<file path="src/rtl/core/mcc_pkg.sv">
`timescale 1ns / 1ps
// ----------------------------------------------------------------------------
// mcc_pkg
// shared types, constants and commands for the magnetometer correction block
// ----------------------------------------------------------------------------
package mcc_pkg;

    localparam int unsigned DATA_W = 16;
    localparam int unsigned ROW_W  = 48;
    localparam int unsigned GAIN_W = 24;
    localparam int unsigned CFG_IDX_W = 3;

    localparam logic [CFG_IDX_W-1:0] REG_ROW0   = 3'd0;
    localparam logic [CFG_IDX_W-1:0] REG_ROW1   = 3'd1;
    localparam logic [CFG_IDX_W-1:0] REG_ROW2   = 3'd2;
    localparam logic [CFG_IDX_W-1:0] REG_WINDOW = 3'd3;
    localparam logic [CFG_IDX_W-1:0] REG_LIMIT  = 3'd4;

    localparam logic [ROW_W-1:0]  ROW0_RESET   = 48'h0000_0000_1000;
    localparam logic [ROW_W-1:0]  ROW1_RESET   = 48'h0000_1000_0000;
    localparam logic [ROW_W-1:0]  ROW2_RESET   = 48'h1000_0000_0000;
    localparam logic [15:0]       WINDOW_RESET = 16'd1000;
    localparam logic [14:0]       LIMIT_RESET  = 15'd400;
    localparam logic [GAIN_W-1:0] GAIN_Y_RESET = 24'd13989;
    localparam logic [GAIN_W-1:0] GAIN_Z_RESET = 24'd15383;
    localparam logic [GAIN_W-1:0] GAIN_MAX     = 24'hFF_FFFF;
    localparam logic signed [15:0] MAX_RESET   = -16'sd100;
    localparam logic signed [15:0] MIN_RESET   = 16'sd100;

    // divider: 31 quotient bits, saturated to 24, over 17 bit numerator shifted by 14
    localparam int unsigned DIV_STEPS = 31;

    typedef enum logic [3:0] {
        ST_IDLE,
        ST_ROW,
        ST_CHECK,
        ST_DIV_Y,
        ST_START_Z,
        ST_DIV_Z,
        ST_OUT
    } state_t;

    // controller to datapath commands
    typedef struct packed {
        logic       load;       // capture input word
        logic       mac_clear;  // start a row
        logic       mac_step;   // accumulate one product
        logic       row_done;   // finish row: round and saturate
        logic       update;     // min/max, count, completion
        logic       div_start;  // start a gain division
        logic       div_sel_z;  // 0: y span, 1: z span
        logic       div_step;   // one restoring step
        logic       div_store;  // store gain
        logic       finish;     // offsets and flags
        logic       out_load;   // present result
    } ctrl_t;

    // datapath to controller status
    typedef struct packed {
        logic start_op;
        logic complete;
    } stat_t;

endpackage

</file>
<file path="src/rtl/core/magnetometer_correct_and_calibrate.sv">
`timescale 1ns / 1ps
// ----------------------------------------------------------------------------
// magnetometer_correct_and_calibrate
// cross-axis correction with min/max hard-iron calibration
// ----------------------------------------------------------------------------
// sequence: a start word skips the multiply; a sample word runs through one
// shared multiplier (3 products per row, 3 rows), and a sample that ends a run
// then passes the bit-serial gain divider for each gain (31 steps, with a
// set-up and a store); one word at a time is taken, and a finished result
// waits in the output register while the next word is accepted
// reset: asynchronous active low; restores identity matrix and default gains
module magnetometer_correct_and_calibrate (
    input  logic         clk,
    input  logic         rst_n,
    // operation[0], raw_x[16:1], raw_y[32:17], raw_z[48:33]
    input  logic [55:0]  s_tdata,
    input  logic         s_tvalid,
    output logic         s_tready,
    // corrected_x/y/z[47:0], value_x/y/z[98:48], gain_y_out[122:99],
    // gain_z_out[146:123], calibrating[147], calibration_done[148]
    output logic [151:0] m_tdata,
    output logic         m_tvalid,
    input  logic         m_tready,
    input  logic         cfg_valid,
    output logic         cfg_ready,
    input  logic [2:0]   cfg_index,
    input  logic [47:0]  cfg_wdata
);

    mcc_pkg::ctrl_t ctrl;
    mcc_pkg::stat_t stat;
    logic           busy;
    logic [1:0]     step_cnt;
    logic           m_valid_reg;
    logic           in_fire;
    logic           out_free;

    assign s_tready  = !busy;
    assign in_fire   = s_tvalid && s_tready;
    assign out_free  = !m_valid_reg || m_tready;
    assign cfg_ready = 1'b1;

    // output valid
    always_ff @(posedge clk or negedge rst_n)
    begin
        if (!rst_n)
            m_valid_reg <= 1'b0;
        else if (ctrl.out_load)
            m_valid_reg <= 1'b1;
        else if (m_tready)
            m_valid_reg <= 1'b0;
    end
    assign m_tvalid = m_valid_reg;

    mcc_ctrl u_ctrl (
        .clk      (clk),
        .rst_n    (rst_n),
        .in_fire  (in_fire),
        .out_free (out_free),
        .stat     (stat),
        .ctrl     (ctrl),
        .busy     (busy),
        .step_cnt (step_cnt)
    );

    mcc_datapath u_dp (
        .clk       (clk),
        .rst_n     (rst_n),
        .ctrl      (ctrl),
        .stat      (stat),
        .in_data   (s_tdata),
        .cfg_we    (cfg_valid && cfg_ready),
        .cfg_index (cfg_index),
        .cfg_wdata (cfg_wdata),
        .step_cnt  (step_cnt),
        .out_data  (m_tdata)
    );

endmodule

</file>
<file path="src/rtl/core/mcc_datapath.sv">
`timescale 1ns / 1ps
// ----------------------------------------------------------------------------
// mcc_datapath
// matrix multiply, calibration state, gain divider and output register
// ----------------------------------------------------------------------------
module mcc_datapath (
    input  logic                   clk,
    input  logic                   rst_n,
    input  mcc_pkg::ctrl_t         ctrl,
    output mcc_pkg::stat_t         stat,
    input  logic [55:0]            in_data,
    input  logic                   cfg_we,
    input  logic [2:0]             cfg_index,
    input  logic [47:0]            cfg_wdata,
    input  logic [1:0]             step_cnt,
    output logic [151:0]           out_data
);

    logic [47:0] row_reg [3];
    logic [15:0] window_reg;
    logic [14:0] limit_reg;

    logic        op_reg;
    logic signed [15:0] raw_reg [3];
    logic signed [35:0] acc_reg;
    logic signed [15:0] corr_reg [3];
    logic signed [15:0] max_reg [3];
    logic signed [15:0] min_reg [3];
    logic signed [15:0] offs_reg [3];
    logic [15:0] count_reg;
    logic        active_reg;
    logic        done_reg;
    logic        complete_reg;
    logic [23:0] gain_y_reg;
    logic [23:0] gain_z_reg;
    logic [1:0]  row_idx_reg;

    // divider state
    logic [16:0] den_reg;
    logic [30:0] num_reg;
    logic [17:0] rem_reg;
    logic [30:0] quo_reg;
    logic        zero_reg;

    // configuration registers
    always_ff @(posedge clk or negedge rst_n)
    begin
        if (!rst_n)
        begin
            row_reg[0] <= mcc_pkg::ROW0_RESET;
            row_reg[1] <= mcc_pkg::ROW1_RESET;
            row_reg[2] <= mcc_pkg::ROW2_RESET;
            window_reg <= mcc_pkg::WINDOW_RESET;
            limit_reg  <= mcc_pkg::LIMIT_RESET;
        end
        else if (cfg_we)
        begin
            unique case (cfg_index)
                mcc_pkg::REG_ROW0:   row_reg[0] <= cfg_wdata;
                mcc_pkg::REG_ROW1:   row_reg[1] <= cfg_wdata;
                mcc_pkg::REG_ROW2:   row_reg[2] <= cfg_wdata;
                mcc_pkg::REG_WINDOW: window_reg <= cfg_wdata[15:0];
                mcc_pkg::REG_LIMIT:  limit_reg  <= cfg_wdata[14:0];
                default: ;
            endcase
        end
    end

    // one product per cycle
    logic [47:0]        row_sel;
    logic signed [15:0] coef;
    logic signed [31:0] prod;
    logic signed [35:0] acc_next;
    assign row_sel  = row_reg[row_idx_reg];
    assign coef     = row_sel[16*step_cnt +: 16];
    assign prod     = coef * raw_reg[step_cnt];
    assign acc_next = acc_reg + 36'(prod);

    // truncate toward zero, saturate
    logic signed [35:0] acc_adj;
    logic signed [23:0] q_full;
    logic signed [15:0] q_sat;
    always_comb
    begin
        acc_adj = acc_reg + (acc_reg[35] ? 36'sd4095 : 36'sd0);
        q_full  = acc_adj[35:12];
        if (q_full > 24'sd32767)
            q_sat = 16'sh7FFF;
        else if (q_full < -24'sd32768)
            q_sat = 16'sh8000;
        else
            q_sat = q_full[15:0];
    end

    // range check and new min/max
    logic [15:0] mag [3];
    logic        in_range;
    logic signed [15:0] nmax [3];
    logic signed [15:0] nmin [3];
    always_comb
    begin
        in_range = 1'b1;
        for (int i = 0; i < 3; i++)
        begin
            mag[i]  = corr_reg[i][15] ? 16'(-corr_reg[i]) : corr_reg[i];
            if (mag[i] >= {1'b0, limit_reg})
                in_range = 1'b0;
            nmax[i] = (corr_reg[i] > max_reg[i]) ? corr_reg[i] : max_reg[i];
            nmin[i] = (corr_reg[i] < min_reg[i]) ? corr_reg[i] : min_reg[i];
        end
    end

    // spans and divider step
    logic signed [16:0] span [3];
    always_comb
    begin
        for (int i = 0; i < 3; i++)
            span[i] = 17'(max_reg[i]) - 17'(min_reg[i]);
    end
    logic [17:0] rem_sh;
    logic [18:0] rem_sub;
    assign rem_sh  = {rem_reg[16:0], num_reg[30]};
    assign rem_sub = {1'b0, rem_sh} - {2'b0, den_reg};

    logic [23:0] gain_q;
    always_comb
    begin
        if (zero_reg || quo_reg[30:24] != 7'd0)
            gain_q = mcc_pkg::GAIN_MAX;
        else
            gain_q = quo_reg[23:0];
    end

    logic signed [16:0] sum_h [3];
    always_comb
    begin
        for (int i = 0; i < 3; i++)
        begin
            sum_h[i] = 17'(max_reg[i]) + 17'(min_reg[i]);
            sum_h[i] = sum_h[i] + (sum_h[i][16] ? 17'sd1 : 17'sd0);
        end
    end

    // datapath registers
    always_ff @(posedge clk or negedge rst_n)
    begin
        if (!rst_n)
        begin
            for (int i = 0; i < 3; i++)
            begin
                max_reg[i]  <= mcc_pkg::MAX_RESET;
                min_reg[i]  <= mcc_pkg::MIN_RESET;
                offs_reg[i] <= '0;
                raw_reg[i]  <= '0;
                corr_reg[i] <= '0;
            end
            acc_reg      <= '0;
            den_reg      <= '0;
            num_reg      <= '0;
            rem_reg      <= '0;
            quo_reg      <= '0;
            zero_reg     <= 1'b0;
            count_reg    <= '0;
            active_reg   <= 1'b0;
            done_reg     <= 1'b0;
            complete_reg <= 1'b0;
            gain_y_reg   <= mcc_pkg::GAIN_Y_RESET;
            gain_z_reg   <= mcc_pkg::GAIN_Z_RESET;
            row_idx_reg  <= '0;
            op_reg       <= 1'b0;
        end
        else
        begin
            if (ctrl.load)
            begin
                op_reg       <= in_data[0];
                raw_reg[0]   <= in_data[16:1];
                raw_reg[1]   <= in_data[32:17];
                raw_reg[2]   <= in_data[48:33];
                row_idx_reg  <= '0;
                done_reg     <= 1'b0;
                complete_reg <= 1'b0;
                if (in_data[0])
                begin
                    active_reg <= 1'b1;
                    count_reg  <= '0;
                    for (int i = 0; i < 3; i++)
                        corr_reg[i] <= '0;
                end
            end
            if (ctrl.mac_clear)
                acc_reg <= '0;
            if (ctrl.mac_step)
                acc_reg <= acc_next;
            if (ctrl.row_done)
            begin
                corr_reg[row_idx_reg] <= q_sat;
                row_idx_reg <= row_idx_reg + 2'd1;
            end
            if (ctrl.update && active_reg)
            begin
                if (in_range)
                begin
                    max_reg <= nmax;
                    min_reg <= nmin;
                end
                if (in_range && count_reg >= window_reg)
                    complete_reg <= 1'b1;
                else if (count_reg != 16'hFFFF)
                    count_reg <= count_reg + 16'd1;
            end
            if (ctrl.div_start)
            begin
                den_reg  <= ctrl.div_sel_z ? span[2] : span[1];
                num_reg  <= {span[0][16:0], 14'd0};
                zero_reg <= (ctrl.div_sel_z ? span[2] : span[1]) == 17'sd0;
                rem_reg  <= '0;
                quo_reg  <= '0;
            end
            if (ctrl.div_step)
            begin
                num_reg <= {num_reg[29:0], 1'b0};
                if (!rem_sub[18])
                begin
                    rem_reg <= rem_sub[17:0];
                    quo_reg <= {quo_reg[29:0], 1'b1};
                end
                else
                begin
                    rem_reg <= rem_sh;
                    quo_reg <= {quo_reg[29:0], 1'b0};
                end
            end
            if (ctrl.div_store)
            begin
                if (ctrl.div_sel_z)
                    gain_z_reg <= gain_q;
                else
                    gain_y_reg <= gain_q;
            end
            if (ctrl.finish)
            begin
                count_reg  <= '0;
                active_reg <= 1'b0;
                done_reg   <= 1'b1;
            end
            // new offsets take effect once the result with the old ones is out
            if (ctrl.out_load && done_reg)
            begin
                for (int i = 0; i < 3; i++)
                    offs_reg[i] <= sum_h[i][16:1];
            end
        end
    end

    // result word
    logic signed [16:0] val [3];
    always_comb
    begin
        for (int i = 0; i < 3; i++)
            val[i] = op_reg ? 17'sd0 : 17'(corr_reg[i]) - 17'(offs_reg[i]);
    end

    always_ff @(posedge clk)
    begin
        if (ctrl.out_load)
            out_data <= {3'd0, done_reg, active_reg, gain_z_reg, gain_y_reg,
                         val[2], val[1], val[0], corr_reg[2], corr_reg[1], corr_reg[0]};
    end

    assign stat.start_op = op_reg;
    assign stat.complete = complete_reg;

endmodule

</file>
<file path="src/rtl/core/mcc_ctrl.sv">
`timescale 1ns / 1ps
// ----------------------------------------------------------------------------
// mcc_ctrl
// sequencer for multiply, update, gain division and output handshake
// ----------------------------------------------------------------------------
module mcc_ctrl (
    input  logic            clk,
    input  logic            rst_n,
    input  logic            in_fire,
    input  logic            out_free,
    input  mcc_pkg::stat_t  stat,
    output mcc_pkg::ctrl_t  ctrl,
    output logic            busy,
    output logic [1:0]      step_cnt
);

    mcc_pkg::state_t state_reg, state_next;
    logic [1:0] step_reg, step_next;
    logic [1:0] row_reg, row_next;
    logic [4:0] div_reg, div_next;
    logic       zsel_reg, zsel_next;

    // state register
    always_ff @(posedge clk or negedge rst_n)
    begin
        if (!rst_n)
        begin
            state_reg <= mcc_pkg::ST_IDLE;
            step_reg  <= '0;
            row_reg   <= '0;
            div_reg   <= '0;
            zsel_reg  <= 1'b0;
        end
        else
        begin
            state_reg <= state_next;
            step_reg  <= step_next;
            row_reg   <= row_next;
            div_reg   <= div_next;
            zsel_reg  <= zsel_next;
        end
    end

    // next state and commands
    always_comb
    begin
        state_next = state_reg;
        step_next  = step_reg;
        row_next   = row_reg;
        div_next   = div_reg;
        zsel_next  = zsel_reg;
        ctrl       = '0;
        ctrl.div_sel_z = zsel_reg;
        unique case (state_reg)
            mcc_pkg::ST_IDLE:
            begin
                if (in_fire)
                begin
                    ctrl.load      = 1'b1;
                    ctrl.mac_clear = 1'b1;
                    step_next  = '0;
                    row_next   = '0;
                    state_next = mcc_pkg::ST_ROW;
                end
            end
            mcc_pkg::ST_ROW:
            begin
                if (stat.start_op)
                    state_next = mcc_pkg::ST_OUT;
                else if (step_reg == 2'd3)
                begin
                    ctrl.row_done  = 1'b1;
                    ctrl.mac_clear = 1'b1;
                    step_next = '0;
                    row_next  = row_reg + 2'd1;
                    if (row_reg == 2'd2)
                        state_next = mcc_pkg::ST_CHECK;
                end
                else
                begin
                    ctrl.mac_step = 1'b1;
                    step_next = step_reg + 2'd1;
                end
            end
            mcc_pkg::ST_CHECK:
            begin
                if (stat.complete)
                begin
                    ctrl.div_start = 1'b1;
                    ctrl.div_sel_z = 1'b0;
                    zsel_next  = 1'b0;
                    div_next   = '0;
                    state_next = mcc_pkg::ST_DIV_Y;
                end
                else if (row_reg == 2'd3)
                begin
                    ctrl.update = 1'b1;
                    row_next    = '0;
                end
                else
                    state_next = mcc_pkg::ST_OUT;
            end
            mcc_pkg::ST_DIV_Y, mcc_pkg::ST_DIV_Z:
            begin
                if (div_reg == 5'(mcc_pkg::DIV_STEPS))
                begin
                    ctrl.div_store = 1'b1;
                    if (zsel_reg)
                    begin
                        ctrl.finish = 1'b1;
                        state_next  = mcc_pkg::ST_OUT;
                    end
                    else
                    begin
                        zsel_next  = 1'b1;
                        state_next = mcc_pkg::ST_START_Z;
                    end
                end
                else
                begin
                    ctrl.div_step = 1'b1;
                    div_next = div_reg + 5'd1;
                end
            end
            // load the z span once the y gain is stored
            mcc_pkg::ST_START_Z:
            begin
                ctrl.div_start = 1'b1;
                div_next   = '0;
                state_next = mcc_pkg::ST_DIV_Z;
            end
            mcc_pkg::ST_OUT:
            begin
                if (out_free)
                begin
                    ctrl.out_load = 1'b1;
                    state_next    = mcc_pkg::ST_IDLE;
                end
            end
            default: state_next = mcc_pkg::ST_IDLE;
        endcase
    end

    assign busy     = (state_reg != mcc_pkg::ST_IDLE);
    assign step_cnt = step_reg;

endmodule

</file>
<file path="config.mk">
export PLATFORM = sky130hd
export DESIGN_NAME = magnetometer_correct_and_calibrate
export DESIGN_NICKNAME = d
export VERILOG_FILES = /design/src/rtl/core/mcc_pkg.sv /design/src/rtl/core/magnetometer_correct_and_calibrate.sv /design/src/rtl/core/mcc_datapath.sv /design/src/rtl/core/mcc_ctrl.sv
export SDC_FILE = /design/constraint.sdc
export NUM_CORES = 2
export LEC_CHECK = 0
export BUFFER_PORTS_ARGS = -buffer_cell sky130_fd_sc_hd__buf_2
export CAP_MARGIN = 10
export CORE_MARGIN = 5
export CORE_UTILIZATION = 35
export DETAILED_ROUTE_END_ITERATION = 16
export GPL_TIMING_DRIVEN = 0
export HOLD_SLACK_MARGIN = 0.08
export PLACE_DENSITY = 0.54
export SETUP_SLACK_MARGIN = 0.02
export SYNTH_ARGS = -nofsm -noshare
export SYNTH_HDL_FRONTEND = slang
export SYNTH_SLANG_ARGS = --single-unit
</file>
<file path="constraint.sdc">
create_clock -name clk -period 31.3 [get_ports clk]
set_input_delay 3.13 -clock clk [delete_from_list [all_inputs] [get_ports clk]]
set_output_delay 3.13 -clock clk [all_outputs]
set_load 0.1 [all_outputs]
</file>
After elaboration in Yosys (flattened, before gate mapping)

Index checks and enable logic that the tools add are counted.
Widths: inputs -> output; s select.

Register bits after elaboration: 782
Input port bits: 112
Logic and storage cells: 254

Multipliers: 1
Reductions and logical operators: 44
$add $sub $neg: 23
Shifts and indexed selects: 1
Muxes and demuxes: 98
Bitwise gates (word level): 3
Equal/unequal tests: 27
$lt $le $gt $ge: 15

Operators by type and width:

| cell             | number |
|---|---|
| $mux 48          | 5 |
| $mux 16          | 14 |
| $mux 31          | 4 |
| $sub 16x16->17   | 6 |
| $bmux 48 s2      | 1 |
| $mux 36          | 2 |
| $mux 17          | 4 |
| $add 16x16->17   | 3 |
| $add 17x17->17   | 3 |
| $bwmux 48        | 1 |
| $ge 16x15->1     | 3 |
| $gt 16x16->1     | 3 |
| $lt 16x16->1     | 3 |
| $neg 16->16      | 3 |
| $shiftx 48x7->16 | 1 |
| $add 36x32->36   | 1 |
| $add 36x36->36   | 1 |
| $bmux 16 s2      | 1 |
| $demux 16 s2     | 1 |
| $mul 16x16->32   | 1 |
| $mux 4           | 8 |
| $mux 1           | 30 |
| $mux 2           | 14 |
| $reduce_and 3->1 | 9 |
| other kinds (46) | 90 |

Longest topological paths before layout

Depth in word-level cells: 10
Mapped depth: 32

Modules after synthesis

From an unflattened synthesis, not the netlist that was laid out.

Cell total of the unflattened synthesis: 5608
Area total of the unflattened synthesis: 56078.8 um^2

By module, submodules not included:

| module                             | seq. area each (um^2) | area each (um^2) | cells an instance | instances |
|---|---|---|---|---|
| mcc_datapath                       | 19680.1               | 55026.5          | 5500              | 1 |
| mcc_ctrl                           | 325.3                 | 983.4            | 101               | 1 |
| magnetometer_correct_and_calibrate | 25.0                  | 68.8             | 7                 | 1 |

Least setup slack after synthesis

No wires, ideal clock.

Path kind: input -> register
From: input m_tready
To: register u_dp.offs_reg[0] (netlist bit)
Buffers on the path: 2
Path slack: 16184 ps
Arrival time: 14991 ps
Setup time: 125 ps
Cell stages on the path: 6
Required time: 31175 ps
Cells stage by stage: nor2b_1 > nor3_1 > nand2_1 > clkbuf_1 > clkbuf_1 > mux2_2

RTL lines:

| element                         | line                                     | RTL |
|---|---|---|
| from (decl)                     | magnetometer_correct_and_calibrate.sv:23 | `input logic m_tready,` |
| to (signal, indexed assignment) | mcc_datapath.sv:251                      | `offs_reg[i] <= sum_h[i][16:1];` |
| to (decl)                       | mcc_datapath.sv:29                       | `logic signed [15:0] offs_reg [3];` |

Worst setup path after layout

From: register u_dp.row_idx_reg[1]
To: register u_dp.acc_reg[32]

Cells in the longest elaborated chain, start to end: 8

RTL lines:

| element                                     | line                | RTL |
|---|---|---|
| from (decl)                                 | mcc_datapath.sv:36  | `logic [1:0] row_idx_reg;` |
| from (signal assigned)                      | mcc_datapath.sv:198 | `row_idx_reg <= row_idx_reg + 2'd1;` |
| $not 2->3 (implied by the code)             | mcc_datapath.sv:74  | `assign row_sel = row_reg[row_idx_reg];` |
| $bmux 48 s2                                 | mcc_datapath.sv:74  |  |
| $mux 48 (implied by the code) (2 in series) | mcc_datapath.sv:74  |  |
| $shiftx 48x7->16                            | mcc_datapath.sv:75  | `assign coef = row_sel[16*step_cnt +: 16];` |
| $mul 16x16->32                              | mcc_datapath.sv:76  | `assign prod = coef * raw_reg[step_cnt];` |
| $add 36x32->36                              | mcc_datapath.sv:77  | `assign acc_next = acc_reg + 36'(prod);` |
| $mux 36                                     | mcc_datapath.sv:193 | `if (ctrl.mac_step)` |
| to (signal assigned)                        | mcc_datapath.sv:194 | `acc_reg <= acc_next;` |
| to (decl)                                   | mcc_datapath.sv:25  | `logic signed [35:0] acc_reg;` |

No other way between the ends. The select of a mux whose other input is x is not followed.
A chain may end at the register's enable or synchronous reset.

==> flow_metrics.tcl <==
set metrics [dict create \
    clkTransAtPathRegs_ns 0.06 \
    cp.arrival_ns 11.43 \
    grt_pass1_wl_mm 258 \
    cp_data_required_time_ns 31.85 \
    ys_async_sr_fraction_pct 80.6 \
    cts_tree "done" \
    grt_max_degree 120 \
    multiInputGateArea_sq_mm 0.0319 \
    cp-start-kind "register" \
    synthCells 5538 \
    overflow 0 \
    final_util_pct 40.0 \
    drc 0 \
    fin_crit_ns 10.88 \
    syn_area_per_cell_sq_um 9.97 \
    end_kind "register" \
    setup_viol 0 \
    core_sq_mm 0.157 \
    crit_top_cell "fa_1" \
    vias 41121 \
    fp.dieW_um 407 \
    area.sequential_sq_mm 0.0200 \
    largest_register_ffs 149 \
    synth_flop_cell "dfrtp_1" \
    cts_buffer_depth 3 \
    layout_commonest_cell "inv_1" \
    yosys-top-cells-area "dfrtp_1 25%, fa_1 12%, ha_1 10%" \
    rsz0062_at_grt "false" \
    hold_violations 0 \
    status "completed" \
    synth_edf_count 149 \
    drive_gt1_share_pct 14.3 \
    max_slew_margin_pct 11.2 \
    grt_pass1_vias 42741 \
    synth_top_cell_area_share_pct 24.7 \
    fillers 15485 \
    tightest_slew_ns 1.33 \
    crit_fanout 10 \
    routedWlPerCell_um 20.7 \
    hold_buffers 0 \
    dieArea_sq_mm 0.166 \
    critPathMaxStageDelay_ns 0.99 \
    drtIter0Drc 2327 \
    cts.sinks 767 \
    clk_latency_ns 0.74 \
    grt_antenna_before_repair 10 \
    cts_resized 0 \
    numCtsBuffers 92 \
    yosys.area.top_type "dfrtp_1" \
    detail-route-antenna-nets 0 \
    final.setup_skew_ns 0.0784 \
    mostFrequentLayoutCells "648 x inv_1, 545 x dfrtp_1, 519 x nand2_1" \
    port_buffers 255 \
    fin_cells 8055 \
    slowest_stage "a2bb2oi_1" \
    path_class "reg -> reg" \
    ys_types 97 \
    ys_warn_count 0 \
    cts_root_buffer "clkbuf_16" \
    ioPinCount 267 \
    grt_use_total_pct 19.8 \
    hold_path.class "reg -> reg" \
    syn_to_final_growth_pct 13.6 \
    ys_seq_area_share_pct 36.3 \
    fin_nets 6799 \
    htreeDepth 3 \
    dp_cells 7878 \
    finalCritPeriodShare_pct 34.8 \
    dieHeight_um 407 \
    num_rows 145 \
    drv_slew 0 \
    post_cts_buffers 0 \
    synth-seq-cells 767 \
    max_freq_mhz 91.9 \
    dr.pass1.iters 5 \
    synth_area_sq_mm 0.0552 \
    maxCapViolations 0 \
    start_util_pct 35.2 \
    totalWireLength_mm 167 \
    fin_setup_tns_ns 0 \
    globalplace.congestion 0.902 \
    hpwl_mm 134 \
    vias_per_cell 5.11 \
]
[per-stage QoR]
step	setup WS, ns	hold WS (ns)	area (sq um)
final	20.42	0.446	62700
after global routing	19.87	0.452	62700
after CTS	20.18	0.451	62600
after detailed placement	20.24	0.434	59400
after global placement	6.42	0.435	59000
after floorplan	16.18	0.425	55200
[cells by family after synthesis]
family,after synthesis,share of synthesized area (%)
xor gates and xnor gates,237,3.76
DFF,767,36.3
other,2,0.0136
adders and majority gates,772,21.9
muxes,343,7.28
buffers and inverters,868,6.00
and+or+nand+nor,1531,12.7
AOI/OAI and AO/OA,1018,12.0
[critical path, delay by kind of cell, from the launching register on]
| family | cells | cell delay, ns |
|---|---|---|
| adder cells (fa/ha/maj) | 7 | 3.63 |
| AO/OA/AOI/OAI | 9 | 3.23 |
| buffers and inverters | 7 | 2.60 |
| AND/OR/NAND/NOR | 2 | 0.53 |
| flip-flops | 1 | 0.35 |
| multiplexers | 1 | 0.27 |
| XOR/XNOR | 1 | 0.09 |
[layout make-up]
type                            count  share of cell area [%]
Sequential cell                   767                    32.0
Inverter                          649                    3.89
Buffer                            219                    1.40
Tap cell                         2058                    4.11
Clock buffer                      138                    4.37
Multi-Input combinational cell   3905                    50.8
Clock inverter                     35                   0.741
Timing Repair Buffer              281                    2.69
Antenna cell                        3                  0.0120
[synth_stat cells, types with 14 or more instances]
library cell and n:
inv_1 648, dfrtp_1 545, nand2_1 519, nor2_1 472
ha_1 447, fa_1 325, o21ai_0 286, mux2_2 253
a21oi_1 234, clkbuf_1 180, xnor2_1 164, edfxtp_1 149
nand3_1 112, a21o_1 100, nor3_1 79, nand2b_1 78
a22o_1 74, dfstp_2 73, xor2_1 73, mux2i_1 60
nor2b_1 56, or3_1 46, a211oi_1 35, and3_1 32
a22oi_1 29, nand4_1 27, o21a_1 27, o31ai_1 25
a31oi_1 20, o211ai_1 20, or2_2 19, buf_1 18
nor4_1 18, mux4_2 16, and2_1 15, nor3b_1 15
mux2_4 14, o21ai_1 14
[final timing paths]
| path | depth (start not counted) | endpoint | slack, ns | start |
|---|---|---|---|---|
| min in group asynchronous | 1 | u_dp.row_reg[88] | 2.34 | rst_n |
| setup / recovery | 27 | u_dp.acc_reg[32] | 20.42 | u_dp.row_idx_reg[1] |
| hold reg to reg | 0 | u_dp.out_data[115] | 0.45 | u_dp.gain_y_reg[16] |
| max in group asynchronous | 4 | u_dp.gain_y_reg[13] | 27.32 | rst_n |
| setup reg to reg | 27 | u_dp.acc_reg[32] | 20.42 | u_dp.row_idx_reg[1] |
| hold / removal | 0 | u_dp.out_data[115] | 0.45 | u_dp.gain_y_reg[16] |
[routing by layer]
metal  vias to the layer above  routed length, um  global-route usage [%]
met3                       261               6920                    2.76
met4                         4               5330                    5.91
li1                      19605                  -                       -
met5                         -                 21                       0
met1                     20373              72900                    25.4
met2                       878              81800                    34.9
Power is not shown: default switching activity piles up to over one toggle a cycle in this logic, so the estimate is an artifact.
